$ cat config.mk
export PLATFORM = sky130hd
export DESIGN_NAME = linear_or_circular_fifo
export DESIGN_NICKNAME = d
export VERILOG_FILES = /design/src/rtl/core/lcf_pkg.sv /design/src/rtl/core/lcf_mem.sv /design/src/rtl/core/lcf_ctrl.sv /design/src/rtl/core/linear_or_circular_fifo.sv
export SDC_FILE = /design/constraint.sdc
export NUM_CORES = 1
export LEC_CHECK = 0
export BUFFER_PORTS_ARGS = -buffer_cell sky130_fd_sc_hd__buf_2
export CORE_MARGIN = 1.5
export CORE_UTILIZATION = 60
export CTS_BUF_LIST = sky130_fd_sc_hd__clkbuf_8
export CTS_CLUSTER_DIAMETER = 60
export DETAILED_ROUTE_END_ITERATION = 6
export PLACE_DENSITY = 0.74
export RECOVER_POWER = 50
export SLEW_MARGIN = 20
export SYNTH_ARGS = -nofsm -noshare
export SYNTH_HDL_FRONTEND = slang
export SYNTH_HIERARCHICAL = 1
export SYNTH_SLANG_ARGS = --single-unit
$ cat constraint.sdc
create_clock -name clk -period 13.59 [get_ports clk]
set_clock_uncertainty 0.05 [all_clocks]
set_input_delay 2.718 -clock clk [delete_from_list [all_inputs] [get_ports clk]]
set_output_delay 2.718 -clock clk [all_outputs]
set_load 0.1 [all_outputs]
$ cat src/rtl/core/lcf_pkg.sv
// Shared types and codes for the linear/circular FIFO.
// Used by lcf_ctrl, linear_or_circular_fifo and the bench; depends on nothing.
`default_nettype none

package lcf_pkg;

  // Result status codes
  typedef enum logic [2:0] {
    ST_ADDED    = 3'd0,
    ST_RETURNED = 3'd1,
    ST_WRAPPED  = 3'd2,
    ST_FULL     = 3'd3,
    ST_EMPTY    = 3'd4,
    ST_END      = 3'd5
  } status_t;

  // Occupancy class after a step
  typedef enum logic [1:0] {
    OCC_EMPTY = 2'd0,
    OCC_PART  = 2'd1,
    OCC_FULL  = 2'd2
  } occ_t;

  // Item opcodes
  localparam logic OP_ENQ = 1'b0;
  localparam logic OP_DEQ = 1'b1;

  // Configuration register indexes
  localparam int unsigned CFG_INDEX_W = 4;
  localparam int unsigned CFG_DATA_W  = 5;
  localparam logic [CFG_INDEX_W-1:0] CFG_CAPACITY  = 4'd0;
  localparam logic [CFG_INDEX_W-1:0] CFG_WRAP_MODE = 4'd1;

  // Register reset values
  localparam logic [4:0] CAP_RESET  = 5'd16;
  localparam logic       WRAP_RESET = 1'b1;

  // Decision of the control unit for one item
  typedef struct packed {
    logic    wr_en;     // store the data word
    logic    rd_en;     // read the oldest word
    status_t status;
    occ_t    occ;       // class after the step
  } lcf_access_t;

endpackage

`default_nettype wire

$ cat src/rtl/core/lcf_mem.sv
// Storage array of the FIFO: one write port, one read port, registered read data.
// Depends on nothing.
`default_nettype none

module lcf_mem #(
  parameter int unsigned DEPTH = 16,
  parameter int unsigned WIDTH = 32
) (
  input  wire logic                     clk,
  input  wire logic                     wr_en,
  input  wire logic [$clog2(DEPTH)-1:0] wr_addr,
  input  wire logic [WIDTH-1:0]         wr_data,
  input  wire logic                     rd_en,
  input  wire logic [$clog2(DEPTH)-1:0] rd_addr,
  output logic      [WIDTH-1:0]         rd_data
);

  logic [WIDTH-1:0] mem [DEPTH];

  always_ff @(posedge clk) begin
    if (wr_en) begin
      mem[wr_addr] <= wr_data;
    end
  end

  always_ff @(posedge clk) begin
    if (rd_en) begin
      rd_data <= mem[rd_addr];
    end
  end

endmodule

`default_nettype wire

$ cat src/rtl/core/lcf_ctrl.sv
// Pointer, count and configuration registers of the FIFO, plus the per-item decision.
// Depends on lcf_pkg.
`default_nettype none

module lcf_ctrl #(
  parameter int unsigned MEM_DEPTH = 16
) (
  input  wire logic                                  clk,
  input  wire logic                                  rst,
  input  wire logic                                  cfg_we,
  input  wire logic [lcf_pkg::CFG_INDEX_W-1:0]       cfg_index,
  input  wire logic [lcf_pkg::CFG_DATA_W-1:0]        cfg_data,
  input  wire logic                                  accept,
  input  wire logic                                  opcode,
  output lcf_pkg::lcf_access_t                       access,
  output logic      [$clog2(MEM_DEPTH)-1:0]          addr,
  output logic      [$clog2(MEM_DEPTH+1)-1:0]        count_after
);

  import lcf_pkg::*;

  localparam int unsigned AW    = $clog2(MEM_DEPTH);
  localparam int unsigned CNT_W = $clog2(MEM_DEPTH + 1);
  localparam logic [4:0]  CAP_MAX = 5'(MEM_DEPTH);

  logic [4:0]       capacity;
  logic             wrap_mode;
  logic [CNT_W-1:0] wr_pos, wr_pos_next;
  logic [CNT_W-1:0] rd_pos, rd_pos_next;
  logic [CNT_W-1:0] count, count_next;
  logic [4:0]       cap_clamp;
  logic [CNT_W-1:0] cap;

  // Clamp capacity into 1..MEM_DEPTH
  always_comb begin
    if (capacity == 5'd0) begin
      cap_clamp = 5'd1;
    end else if (capacity > CAP_MAX) begin
      cap_clamp = CAP_MAX;
    end else begin
      cap_clamp = capacity;
    end
    cap = cap_clamp[CNT_W-1:0];
  end

  always_comb begin
    wr_pos_next   = wr_pos;
    rd_pos_next   = rd_pos;
    count_next    = count;
    access.wr_en  = 1'b0;
    access.rd_en  = 1'b0;
    addr          = '0;
    if (opcode == OP_ENQ) begin
      if (count >= cap) begin
        access.status = ST_FULL;
      end else if (wr_pos >= cap) begin
        if (!wrap_mode) begin
          access.status = ST_END;
        end else begin
          access.status = ST_WRAPPED;
          access.wr_en  = 1'b1;
          wr_pos_next   = CNT_W'(1);
          count_next    = count + CNT_W'(1);
        end
      end else begin
        access.status = ST_ADDED;
        access.wr_en  = 1'b1;
        addr          = wr_pos[AW-1:0];
        wr_pos_next   = wr_pos + CNT_W'(1);
        count_next    = count + CNT_W'(1);
      end
    end else begin
      if (count == '0) begin
        access.status = ST_EMPTY;
      end else if (rd_pos >= cap) begin
        if (!wrap_mode) begin
          access.status = ST_END;
        end else begin
          access.status = ST_WRAPPED;
          access.rd_en  = 1'b1;
          rd_pos_next   = CNT_W'(1);
          count_next    = count - CNT_W'(1);
        end
      end else begin
        access.status = ST_RETURNED;
        access.rd_en  = 1'b1;
        addr          = rd_pos[AW-1:0];
        rd_pos_next   = rd_pos + CNT_W'(1);
        count_next    = count - CNT_W'(1);
      end
    end

    if (count_next >= cap) begin
      access.occ = OCC_FULL;
    end else if (count_next == '0) begin
      access.occ = OCC_EMPTY;
    end else begin
      access.occ = OCC_PART;
    end
    count_after = count_next;
  end

  always_ff @(posedge clk) begin
    if (rst) begin
      capacity  <= CAP_RESET;
      wrap_mode <= WRAP_RESET;
      wr_pos    <= '0;
      rd_pos    <= '0;
      count     <= '0;
    end else if (cfg_we && (cfg_index == CFG_CAPACITY || cfg_index == CFG_WRAP_MODE)) begin
      // Any register write restarts the queue; stored words stay
      if (cfg_index == CFG_CAPACITY) begin
        capacity <= cfg_data;
      end else begin
        wrap_mode <= cfg_data[0];
      end
      wr_pos <= '0;
      rd_pos <= '0;
      count  <= '0;
    end else if (accept) begin
      wr_pos <= wr_pos_next;
      rd_pos <= rd_pos_next;
      count  <= count_next;
    end
  end

endmodule

`default_nettype wire

$ cat src/rtl/core/linear_or_circular_fifo.sv
// Linear/circular FIFO top level: control unit, storage array, two result stages.
// An item's result is registered in the decision stage, then in the output register;
// one item per cycle sustained while the result side keeps taking results.
// Two result stages absorb output stalls.
// Reset (synchronous, rst high): positions and count cleared, capacity 16, circular mode;
// stored words are not cleared and need no clearing pass. Depends on lcf_pkg, lcf_ctrl, lcf_mem.
`default_nettype none

module linear_or_circular_fifo #(
  parameter int unsigned DEPTH      = 16,
  parameter int unsigned DATA_WIDTH = 32
) (
  input  wire logic                              clk,
  input  wire logic                              rst,
  // item channel
  input  wire logic                              in_valid,
  output logic                                   in_ready,
  input  wire logic                              opcode,
  input  wire logic [31:0]                       data_in,
  // result channel
  output logic                                   out_valid,
  input  wire logic                              out_ready,
  output logic      [2:0]                        status,
  output logic      [31:0]                       data_out,
  output logic      [1:0]                        occupancy,
  output logic      [4:0]                        fill_count,
  // configuration write channel
  input  wire logic                              cfg_valid,
  output logic                                   cfg_ready,
  input  wire logic [lcf_pkg::CFG_INDEX_W-1:0]   cfg_index,
  input  wire logic [lcf_pkg::CFG_DATA_W-1:0]    cfg_data
);

  import lcf_pkg::*;

  // Capacity is a 5-bit register, so no more than 31 entries are ever addressed.
  localparam int unsigned MEM_DEPTH = (DEPTH < 31) ? DEPTH : 31;
  localparam int unsigned AW        = $clog2(MEM_DEPTH);
  localparam int unsigned CNT_W     = $clog2(MEM_DEPTH + 1);

  lcf_access_t           access;
  logic [AW-1:0]         addr;
  logic [CNT_W-1:0]      count_after;
  logic                  accept;
  logic [DATA_WIDTH-1:0] wr_data;
  logic [DATA_WIDTH-1:0] rd_data;
  logic [31:0]           rd_word;

  // Decision stage: holds the item's result while its read data settles
  logic                  s1_valid;
  logic                  s1_has_data;
  status_t               s1_status;
  occ_t                  s1_occ;
  logic [CNT_W-1:0]      s1_count;
  logic                  s1_advance;

  // Configuration writes are always taken; the user must send them only while the FIFO is idle.
  assign cfg_ready = 1'b1;

  // Advance the decision stage when the output register is free or being drained;
  // take a new item when the decision stage is empty or empties in the same cycle.
  assign s1_advance = s1_valid && (!out_valid || out_ready);
  assign in_ready   = !s1_valid || s1_advance;
  assign accept     = in_valid && in_ready;

  // Fit the 32-bit port to the stored word width: truncate or zero-extend.
  generate
    if (DATA_WIDTH <= 32) begin : g_narrow
      assign wr_data = data_in[DATA_WIDTH-1:0];
      assign rd_word = 32'(rd_data);
    end else begin : g_wide
      assign wr_data = DATA_WIDTH'(data_in);
      assign rd_word = rd_data[31:0];
    end
  endgenerate

  lcf_ctrl #(
    .MEM_DEPTH (MEM_DEPTH)
  ) u_ctrl (
    .clk         (clk),
    .rst         (rst),
    .cfg_we      (cfg_valid && cfg_ready),
    .cfg_index   (cfg_index),
    .cfg_data    (cfg_data),
    .accept      (accept),
    .opcode      (opcode),
    .access      (access),
    .addr        (addr),
    .count_after (count_after)
  );

  // The read register only changes on a dequeue transfer, and a transfer happens only when
  // the decision stage is empty or hands its item on in the same edge, so its data stays put.
  lcf_mem #(
    .DEPTH (MEM_DEPTH),
    .WIDTH (DATA_WIDTH)
  ) u_mem (
    .clk     (clk),
    .wr_en   (accept && access.wr_en),
    .wr_addr (addr),
    .wr_data (wr_data),
    .rd_en   (accept && access.rd_en),
    .rd_addr (addr),
    .rd_data (rd_data)
  );

  // Decision stage control
  always_ff @(posedge clk) begin
    if (rst) begin
      s1_valid <= 1'b0;
    end else if (accept) begin
      s1_valid <= 1'b1;
    end else if (s1_advance) begin
      s1_valid <= 1'b0;
    end
  end

  // Decision stage payload
  always_ff @(posedge clk) begin
    if (accept) begin
      s1_has_data <= access.rd_en;
      s1_status   <= access.status;
      s1_occ      <= access.occ;
      s1_count    <= count_after;
    end
  end

  // Output register control
  always_ff @(posedge clk) begin
    if (rst) begin
      out_valid <= 1'b0;
    end else if (s1_advance) begin
      out_valid <= 1'b1;
    end else if (out_ready) begin
      out_valid <= 1'b0;
    end
  end

  // Output register payload; drop the read word unless a dequeue succeeded
  always_ff @(posedge clk) begin
    if (s1_advance) begin
      status     <= s1_status;
      data_out   <= s1_has_data ? rd_word : 32'd0;
      occupancy  <= s1_occ;
      fill_count <= 5'(s1_count);
    end
  end

endmodule

`default_nettype wire

======== After elaboration in Yosys (flattened, before gate mapping) ========
Memories as Yosys holds them, arrays and structs flattened. A register that Yosys moved wholly into a read port is not among the register bits.
Cells that the tools add are included.
storage, ports and cells
  bits in writable memories ............... 512
  memories ................................ 1
  output and inout bits ................... 45
  logic and storage cells ................. 89
  register bits ........................... 76
  bits of input ports ..................... 47
cells by class
  reductions and logical operators ........ 21
  equal/unequal tests ..................... 3
  bitwise logic cells ..................... 4
  $lt $le $gt $ge ......................... 5
  add/subtract/negate cells ............... 4
  multiplexer cells ....................... 36
memories
  memory     words  bits a word  rd ports  clocked after Yosys merged registers in  wr ports  RTL line       source
  u_mem.mem  16     32           1         1                                        1         lcf_mem.sv:18  logic [WIDTH-1:0] mem [DEPTH];
operators by type and width
  cell                                                                   count
  5-bit 2-to-1 mux                                                       12
  4-bit 2-to-1 mux                                                       6
  5-bit >= comparator                                                    4
  5-bit by 1-bit adder with 5-bit output, second input constant          3
  5-bit logical NOT                                                      3
  3-bit 2-to-1 mux                                                       5
  1-bit 2-to-1 mux                                                       13
  4-bit AND reduction                                                    2
  5-bit > comparator, second input constant                              1
  1-bit logical AND                                                      5
  5-bit by 1-bit subtractor with 5-bit output, second input constant     1
  4-bit by 1-bit equality test with 1-bit output, second input constant  1
  4-bit logical NOT                                                      1
  2-bit by 1-bit != test with 1-bit output, second input constant        2
  1-bit inverter                                                         4
  2-bit AND reduction                                                    2
  2-bit nonzero test                                                     2
  1-bit logical OR                                                       3
  1-bit logical NOT                                                      2
  2-bit OR reduction                                                     1

======== Logic depth before layout (Yosys ltp) ========
Gate-level depths: netlist of the first run.
  depth in word-level cells ............... 10
  depth in mapped cells ................... 16
  mapped depth without buffers ............ 16

======== By module ========
The synthesis of the first run kept the hierarchy.
by module, submodules not included
  module                   instances  area each (sq um)  sequential area each (sq um)  cells an instance
  lcf_mem                  1          20155.6            16335.7                       838
  linear_or_circular_fifo  1          1926.8             1631.6                        102
  lcf_ctrl                 1          1886.8             420.4                         228

======== Worst setup path before layout of the first run ========
No wires, ideal clock.
  kind .................................... input to register
  start point ............................. in opcode
  end point ............................... mem u_mem.mem[0][0] (enable)
  data arrival time ....................... 6.521 ns
  path slack .............................. 6.558 ns
  cell stages on the path ................. 8
  buffers on the path ..................... 1
  data required time ...................... 13.079 ns
  library setup time ...................... 0.461 ns
  cells stage by stage .................... buf_4 nor3_1 o211a_1 or2_2 and2_1 a22o_1 or3b_2 nor3_1
between the ends
  elaborated cells on any way between the ends .. 5
  classes of those cells .................. mux: 4; reduce/logical: 1
RTL lines
  item               RTL line                       source
  from (decl)        linear_or_circular_fifo.sv:18  input wire logic opcode,
  4-bit 2-to-1 mux   lcf_ctrl.sv:53                 if (opcode == OP_ENQ) begin
  named net addr[2]  linear_or_circular_fifo.sv:42  logic [AW-1:0] addr;
  to (decl)          lcf_mem.sv:18
The timed path passes the listed nets, and every way through them passes these cells.

======== Final worst setup path of the first run ========
  start point ............................. in opcode
  end point ............................... mem u_mem.mem[15][2] (enable)
The elaborated chain is that of the path after synthesis.

==> out/summary.log, run 1 <==
qor: floorplan.starting_density_of_the_core 0.6061
qor: setup_path.cp.arrival 6.87 ns
qor: cells_and_area.drive_gt1_frac 0.2627
qor: worst_hold_path.hold_path.class reg2reg
qor: floorplan.design.core.area 39550 um^2
qor: route.vias_per_cell 6.189
qor: pwr.pwr-share-clk 0.368
qor: clocking.postCtsResizedCells 0
qor: pwr.peakVddDrop 92.49 uV
qor: cells_and_area.syn2layout_area_growth 12.33%
qor: grt.grt_antenna_before_repair 0
qor: setup_path.worst-path-max-fanout 47
qor: pwr.sw_ratio 0.2308
qor: clocking.worstSkewPairLatency 0.66 ns
qor: placed_design.dpl.hpwl 27340 um
qor: sta.slew_headroom -0.7992
qor: floorplan.ioPinCount 92
qor: cells_and_area.most-common-layout-cells 597 x sky130_fd_sc_hd__edfxtp_1, 128 x sky130_fd_sc_hd__mux4_2, 98 x sky130_fd_sc_hd__clkbuf_8, 65 x sky130_fd_sc_hd__a22oi_1, 57 x sky130_fd_sc_hd__buf_2
qor: grt.leftover_overflow_at_the_end_of_global_routing 0
qor: pwr.power_switching 0.8968 mW
qor: floorplan.die_h 202.9 um
qor: sta.fin_tns_setup 0 ns
qor: sta.finalHoldViolCount 0
qor: setup_path.setup.worst_path.end_class flop
qor: grt.grt_start_max_net_pins 56
qor: cells_and_area.layout.cells.most_common sky130_fd_sc_hd__edfxtp_1
qor: placed_design.globalplace.congestion 0.9016
qor: setup_path.worstSetupPathType in2reg
qor: logic_synthesis.mappedNetlistNets 1239
qor: pwr.power_density 144.3 nW/um^2
qor: logic_synthesis.synth_area 23970 um^2
qor: route.firstDrtPassIters 5
qor: clocking.post_cts.repair.setup_buffers 0
qor: setup_path.critical_path_required 13.84 ns
qor: sta.report.final.setup_viol 0
qor: pwr.cellLeakagePower 8.655 nW
qor: floorplan.chipWidth 202.9 um
qor: grt.grt.total_usage 0.2418
qor: sta.final_max_slew_viol_count 56
qor: cells_and_area.final_core_utilization 0.6808
qor: logic_synthesis.asyncSetResetFlopFracSynth 0
qor: route.overall_via_count_from_detail_route 11900
qor: clocking.numCtsBuffers 94
qor: clocking.clock_sink_total 620
qor: logic_synthesis.synth-edff-count 597
qor: route.drt_first_iter_violations 1045
qor: logic_synthesis.yosysWarningCount 6
qor: clocking.clockBufferDepth 3
qor: clocking.tritoncts done
qor: outcome.violations_in_the_final_reports max-capacitance violations, max-slew violations
qor: sta.max_freq 151.1 MHz
qor: route.drtAntennaViolNets 0
qor: floorplan.design.die.area 41160 um^2
qor: outcome.status finished, violations left
qor: sta.max_slew.worst_pin.slew 2.699 ns
qor: pwr.internal_power 2.989 mW
qor: clocking.cts.root.buffer_cell sky130_fd_sc_hd__clkbuf_8
qor: placed_design.placement.io_buffers 90
qor: pwr.seq_power_share 0.555
qor: clocking.clkTransAtPathRegs 0.06 ns
qor: sta.unrepaired_setup_endpoints_after_global_routing false
qor: setup_path.timing.critical_path.from_type input port
qor: pwr.power_frac_comb 0.077
qor: sta.final_worst_path_period_need 6.620 ns
qor: logic_synthesis.synth_sequential_area_ratio 0.7671
qor: grt.grt_pass1_vias 12200
qor: logic_synthesis.synth-seq-cells 620
qor: route.remaining_drc_errors 0
qor: pwr.power 3.886 mW
qor: grt.wire_length_of_the_first_global_routing_pass 72850 um
qor: route.wire_per_inst 24.97 um
qor: clocking.cts_htree_levels 3
qor: cells_and_area.nNetsFinal 1399
qor: route.wl 48000 um
qor: logic_synthesis.syn_avg_cell_area 20.52 um^2
qor: floorplan.num_rows 73
qor: flow_run.maxCapViolCount 2
qor: clocking.cts_hold_repair.buffers 0
qor: cells_and_area.insertedDiodeCount 0
qor: sta.portion_of_the_clock_cycle_consumed_by_the_worst_path_in_the_final_layout 0.4871
qor: logic_synthesis.synth.distinct_cells 62
qor: logic_synthesis.post_synth_inst_count 1168
qor: logic_synthesis.dominantRegCellSynth sky130_fd_sc_hd__edfxtp_1
-- routing by layer --
metal,global-route usage,part of all wire
met1,0.3448,0.42
met2,0.3863,0.49
met3,0.04767,0.070
met4,0.07249,0.020
met5,0,0
-- power groups by stage --
stage          Sequential, mW  Clock [mW]  Combinational [mW]
6_report                 2.16        1.43               0.299
5_1_grt                  2.16        1.54               0.324
4_1_cts                  2.15        1.46               0.306
3_5_place_dp             2.19           0               0.305
3_3_place_gp             2.19           0               0.298
2_1_floorplan            2.24           0               0.172
-- worst paths after layout --
check / start / endpoint / slack [ns] / cells after the start
worst max-delay path: opcode / u_mem/mem[15][2]$_DFFE_PP_ / 6.97 / 9
worst min-delay path: s1_status[0]$_DFFE_PP_ / status[0]$_DFFE_PP_ / 0.37 / 0
worst min register to register: s1_status[0]$_DFFE_PP_ / status[0]$_DFFE_PP_ / 0.37 / 0
worst max register to register: u_ctrl/capacity[1]$_SDFFE_PP0P_ / u_mem/mem[15][2]$_DFFE_PP_ / 7.43 / 14
-- final cells by class --
class | count | area [um^2]
multi-input cells | 477 | 5373
fillers | 2528 | 12620
flip-flops and latches | 620 | 18390
inverters | 18 | 67.56
well taps | 525 | 656.9
clock inverters | 67 | 399.1
clock buffers | 98 | 1349
repair buffers | 117 | 693.2
-- cells by family (layout without fill, tap and decap cells) --
kind of cell | Yosys count | count (layout) | synth area share
flops | 620 | 620 | 0.7671
simple gates | 171 | 171 | 0.03811
compound gates | 144 | 144 | 0.04442
mux | 133 | 133 | 0.1226
buf+inv | 71 | 300 | 0.01362
fa+ha+maj | 24 | 24 | 0.01253
xor+xnor | 4 | 4 | 0.001462
other cells | 1 | 1 | 0.0001565
-- flip-flops by register name, summed over array words and instances, names as in the netlist --
| signal | flops |
|---|---|
| fill_count | 5 |
| u_mem/rd_data | 32 |
| status | 3 |
| u_ctrl/rd_pos | 5 |
| s1_count | 5 |
| u_mem/mem | 512 |
| s1_status | 3 |
| out_valid | 1 |
| u_ctrl/count | 5 |
| s1_valid | 1 |
| u_ctrl/wr_pos | 5 |
| u_ctrl/capacity | 5 |
| s1_has_data | 1 |
| occupancy | 2 |
| data_out | 32 |
| u_ctrl/wrap_mode | 1 |
| s1_occ | 2 |
-- Yosys cell counts (all sizes together), types with 8 or more instances --
master,count,share of area
and3,8,0.0021
ha,24,0.013
and2,39,0.010
nor2,31,0.0050
mux4,128,0.12
inv,18,0.0028
nand2,46,0.0072
dfxtp,23,0.019
nor3,9,0.0021
a211oi,9,0.0039
buf,31,0.0072
edfxtp,597,0.75
o21ai,11,0.0023
a22oi,65,0.020
clkbuf,22,0.0036
a21oi,23,0.0051
-- critical path, cell delays in order --
cell	delay, ns
sky130_fd_sc_hd__clkbuf_1	0.33
sky130_fd_sc_hd__inv_1	0.15
sky130_fd_sc_hd__nor2_1	0.26
sky130_fd_sc_hd__and2_1	0.28
sky130_fd_sc_hd__a22o_4	0.75
sky130_fd_sc_hd__buf_4	0.84
sky130_fd_sc_hd__nand2_1	0.43
sky130_fd_sc_hd__nor2_4	0.56
sky130_fd_sc_hd__buf_4	0.46
-- metrics by stage --
stage	hold slack, ns	worst slack, ns	std cells	area, um^2
2_1_floorplan	0.3503	6.558	1168	23970
3_3_place_gp	0.3510	6.304	1752	25140
3_5_place_dp	0.3565	6.241	1754	25190
4_1_cts	0.3701	6.946	1919	26940
5_1_grt	0.3795	6.615	1922	26930
6_report	0.3698	6.970	1922	26930
Power figures use the tool's default switching activity.
==> run 2, diff against run 1 <==
ABC_AREA = 1   (was not set)
PLACE_DENSITY = 0.73   (was 0.74)
clock period = 6.14 ns   (was 13.59 ns; I/O delays follow)
==> run 2 against run 1 <==
Effect of this change: the run still ends with max-capacitance violations, max-slew violations left; global-route usage is 3.6 points higher; clock power is 120% higher; synthesized cell count is 120% higher; via count is 52% higher; setup slack worse by 5.5 ns; clock-buffer cell count is 3 higher; cell count is 73% higher; critical path type is now reg2reg; highest routed layer unchanged.
==> out/summary.log, run 2 <==
qor: logic_synthesis.synth_common_cells 765 x sky130_fd_sc_hd__nand2_1, 597 x sky130_fd_sc_hd__edfxtp_1, 469 x sky130_fd_sc_hd__inv_1
qor: grt.grt_antenna_before_repair 0
qor: cells_and_area.most-common-layout-cells 766 x sky130_fd_sc_hd__nand2_1, 597 x sky130_fd_sc_hd__edfxtp_1, 507 x sky130_fd_sc_hd__inv_1, 411 x sky130_fd_sc_hd__nand3_1, 101 x sky130_fd_sc_hd__clkbuf_8
qor: sta.slew_headroom -0.9324
qor: grt.wire_length_of_the_first_global_routing_pass 97970 um
qor: route.drt_first_iter_violations 2012
qor: grt.grt_start_max_net_pins 144
qor: cells_and_area.largest_register_ff_count 512
qor: sta.final_worst_path_period_need 4.685 ns
qor: logic_synthesis.asyncSetResetFlopFracSynth 0
qor: floorplan.chipWidth 215.2 um
qor: logic_synthesis.post-synth-top-area-cell sky130_fd_sc_hd__edfxtp_1
qor: sta.report.final.setup_viol 0
qor: sta.fin_tns_setup 0 ns
qor: route.wire_per_inst 19.03 um
qor: logic_synthesis.synth.distinct_cells 46
qor: sta.unrepaired_setup_endpoints_after_global_routing false
qor: pwr.peakVddDrop 255.6 uV
qor: clocking.clock_sink_total 620
qor: route.wl 63120 um
qor: setup_path.worst-path-max-fanout 60
qor: clocking.clockBufferDepth 3
qor: floorplan.design.core.area 44320 um^2
qor: sta.portion_of_the_clock_cycle_consumed_by_the_worst_path_in_the_final_layout 0.7630
qor: floorplan.starting_density_of_the_core 0.6098
qor: worst_hold_path.hold_path.class reg2reg
qor: pwr.power 8.579 mW
qor: pwr.power_density 289.1 nW/um^2
qor: route.remaining_drc_errors 0
qor: route.overall_via_count_from_detail_route 18030
qor: floorplan.die_h 215.2 um
qor: placed_design.dpl.hpwl 36610 um
qor: route.vias_per_cell 5.435
qor: cells_and_area.layout_top_registers u_mem/mem: 512 flops, data_out: 32 flops, u_mem/rd_data: 32 flops
qor: cells_and_area.largest_register u_mem/mem
qor: cells_and_area.drive_gt1_frac 0.09615
qor: pwr.cellLeakagePower 12.78 nW
qor: cells_and_area.layout.cells.most_common sky130_fd_sc_hd__nand2_1
qor: sta.max_slew.worst_pin.slew 2.899 ns
qor: logic_synthesis.synth-seq-cells 620
qor: clocking.tritoncts done
qor: setup_path.cp.arrival 4.99 ns
qor: sta.finalHoldViolCount 0
qor: clocking.clkTransAtPathRegs 0.06 ns
qor: logic_synthesis.post_synth_inst_count 2539
qor: logic_synthesis.syn_avg_cell_area 10.64 um^2
qor: logic_synthesis.mappedNetlistNets 2610
qor: flow_run.maxCapViolCount 1
qor: clocking.worstSkewPairLatency 0.68 ns
qor: placed_design.globalplace.congestion 0.8517
qor: clocking.post_cts.repair.setup_buffers 0
qor: clocking.cts_htree_levels 3
qor: floorplan.design.die.area 46330 um^2
qor: clocking.postCtsResizedCells 0
qor: grt.leftover_overflow_at_the_end_of_global_routing 0
qor: outcome.status finished, violations left
qor: logic_synthesis.most_frequently_used_cell_type_in_the_post_synthesis_netlist sky130_fd_sc_hd__nand2_1
qor: clocking.numCtsBuffers 98
qor: logic_synthesis.synth-edff-count 597
qor: grt.grt.total_usage 0.2776
qor: cells_and_area.final_core_utilization 0.6697
qor: cells_and_area.insertedDiodeCount 0
qor: route.firstDrtPassIters 5
qor: grt.grt_pass1_vias 17540
qor: setup_path.timing.critical_path.from_type flop
qor: outcome.violations_in_the_final_reports max-capacitance violations, max-slew violations
qor: floorplan.ioPinCount 92
qor: logic_synthesis.dominantRegCellSynth sky130_fd_sc_hd__edfxtp_1
qor: clocking.cts.root.buffer_cell sky130_fd_sc_hd__clkbuf_8
qor: logic_synthesis.synth_area_leaders sky130_fd_sc_hd__edfxtp_1 66%, sky130_fd_sc_hd__nand2_1 11%, sky130_fd_sc_hd__nand3_1 7.6%
qor: placed_design.placement.io_buffers 90
qor: clocking.cts_hold_repair.buffers 0
qor: sta.final_max_slew_viol_count 43
qor: route.drtAntennaViolNets 0
qor: setup_path.critical_path_required 6.45 ns
qor: logic_synthesis.synth_largest_type_area_fraction 0.6633
qor: cells_and_area.syn2layout_area_growth 9.810%
qor: logic_synthesis.synth_area 27030 um^2
qor: setup_path.worstSetupPathType reg2reg
qor: cells_and_area.nNetsFinal 2721
qor: sta.max_freq 213.5 MHz
qor: setup_path.setup.worst_path.end_class flop
qor: floorplan.num_rows 77
qor: logic_synthesis.yosysWarningCount 6
qor: setup_path.timing.reg2reg.setup_slack 1.46 ns
qor: logic_synthesis.synth_sequential_area_ratio 0.6804
-- run 2: cell count changes after synthesis, sizes merged, moves of 8 or more --
cell    change
a211oi      -9
a21oi       +8
inv       +458
buf        +70
mux4      -128
o21ai       +9
clkbuf     -13
nand3     +406
a22oi      -65
nand2     +730
and2       -38
-- run 2: kinds of logic (layout without fill, tap and decap cells) --
kind of cell / after synthesis / count (layout) / share of synthesized area
compound gates: 58 / 58 / 0.01185
xor+xnor: 3 / 3 / 0.0009724
fa+ha+maj: 24 / 24 / 0.01111
buf+inv: 587 / 773 / 0.09491
flops: 620 / 620 / 0.6804
other cells: 1 / 1 / 0.0001388
simple gates: 1246 / 1246 / 0.2006
-- run 2: routing by layer --
metal | vias up | share of wire | track usage
met3 | 144 | 0.089 | 0.05308
met1 | 8585 | 0.41 | 0.3818
met2 | 822 | 0.47 | 0.4400
met4 | 0 | 0.030 | 0.1107
met5 | - | 0 | 0
li1 | 8476 | - | -
-- run 2: through the flow --
step	instances	setup WS [ns]	area, um^2	hold WS [ns]
after detailed placement	3135	1.659	27890	0.3593
after global routing	3317	1.079	29680	0.3857
final	3317	1.455	29680	0.3697
after global placement	3132	1.731	27820	0.3510
after floorplan	2539	1.686	27030	0.3503
after CTS	3310	1.666	29600	0.3733
-- run 2: path summary, 6_finish.rpt --
kind | cells after the start | start | to
worst min register to register | 0 | s1_count[3]$_DFFE_PP_ | fill_count[3]$_DFFE_PP_
worst max register to register | 14 | u_ctrl/capacity[0]$_SDFFE_PP0P_ | u_mem/mem[11][24]$_DFFE_PP_
worst min-delay path | 0 | s1_count[3]$_DFFE_PP_ | fill_count[3]$_DFFE_PP_
worst max-delay path | 14 | u_ctrl/capacity[0]$_SDFFE_PP0P_ | u_mem/mem[11][24]$_DFFE_PP_
-- run 2: layout make-up --
| type | instances | area (um^2) |
|---|---|---|
| sequential | 620 | 18390 |
| fill | 3388 | 14640 |
| multi-input combinational | 1332 | 6205 |
| inverter | 477 | 1808 |
| clock buffer | 101 | 1390 |
| timing repair buffer | 121 | 825.8 |
| tap | 592 | 740.7 |
| clock inverter | 74 | 320.3 |
-- run 2: report_power, final --
group          total, mW  internal, mW  leakage [nW]  switching [mW]
Clock               3.09          1.52          1.02            1.57
Sequential          4.75          4.72          5.61          0.0279
Combinational      0.737         0.171          6.15           0.566
Total               8.58          6.42          12.8            2.16
-- run 2: critical path: stages (launching register included) --
cell and delay (ns):
sky130_fd_sc_hd__dfxtp_1 0.31, sky130_fd_sc_hd__nor2_1 0.09, sky130_fd_sc_hd__nand3_1 0.07, sky130_fd_sc_hd__a21oi_1 0.38
sky130_fd_sc_hd__ha_1 0.32, sky130_fd_sc_hd__inv_1 0.05, sky130_fd_sc_hd__nand2_1 0.04, sky130_fd_sc_hd__nand2_1 0.06
sky130_fd_sc_hd__nand3_1 0.32, sky130_fd_sc_hd__inv_1 0.26, sky130_fd_sc_hd__nand3_1 0.14, sky130_fd_sc_hd__nand2_4 0.59
sky130_fd_sc_hd__nand2_1 0.45, sky130_fd_sc_hd__nor2_4 0.80, sky130_fd_sc_hd__buf_4 0.38
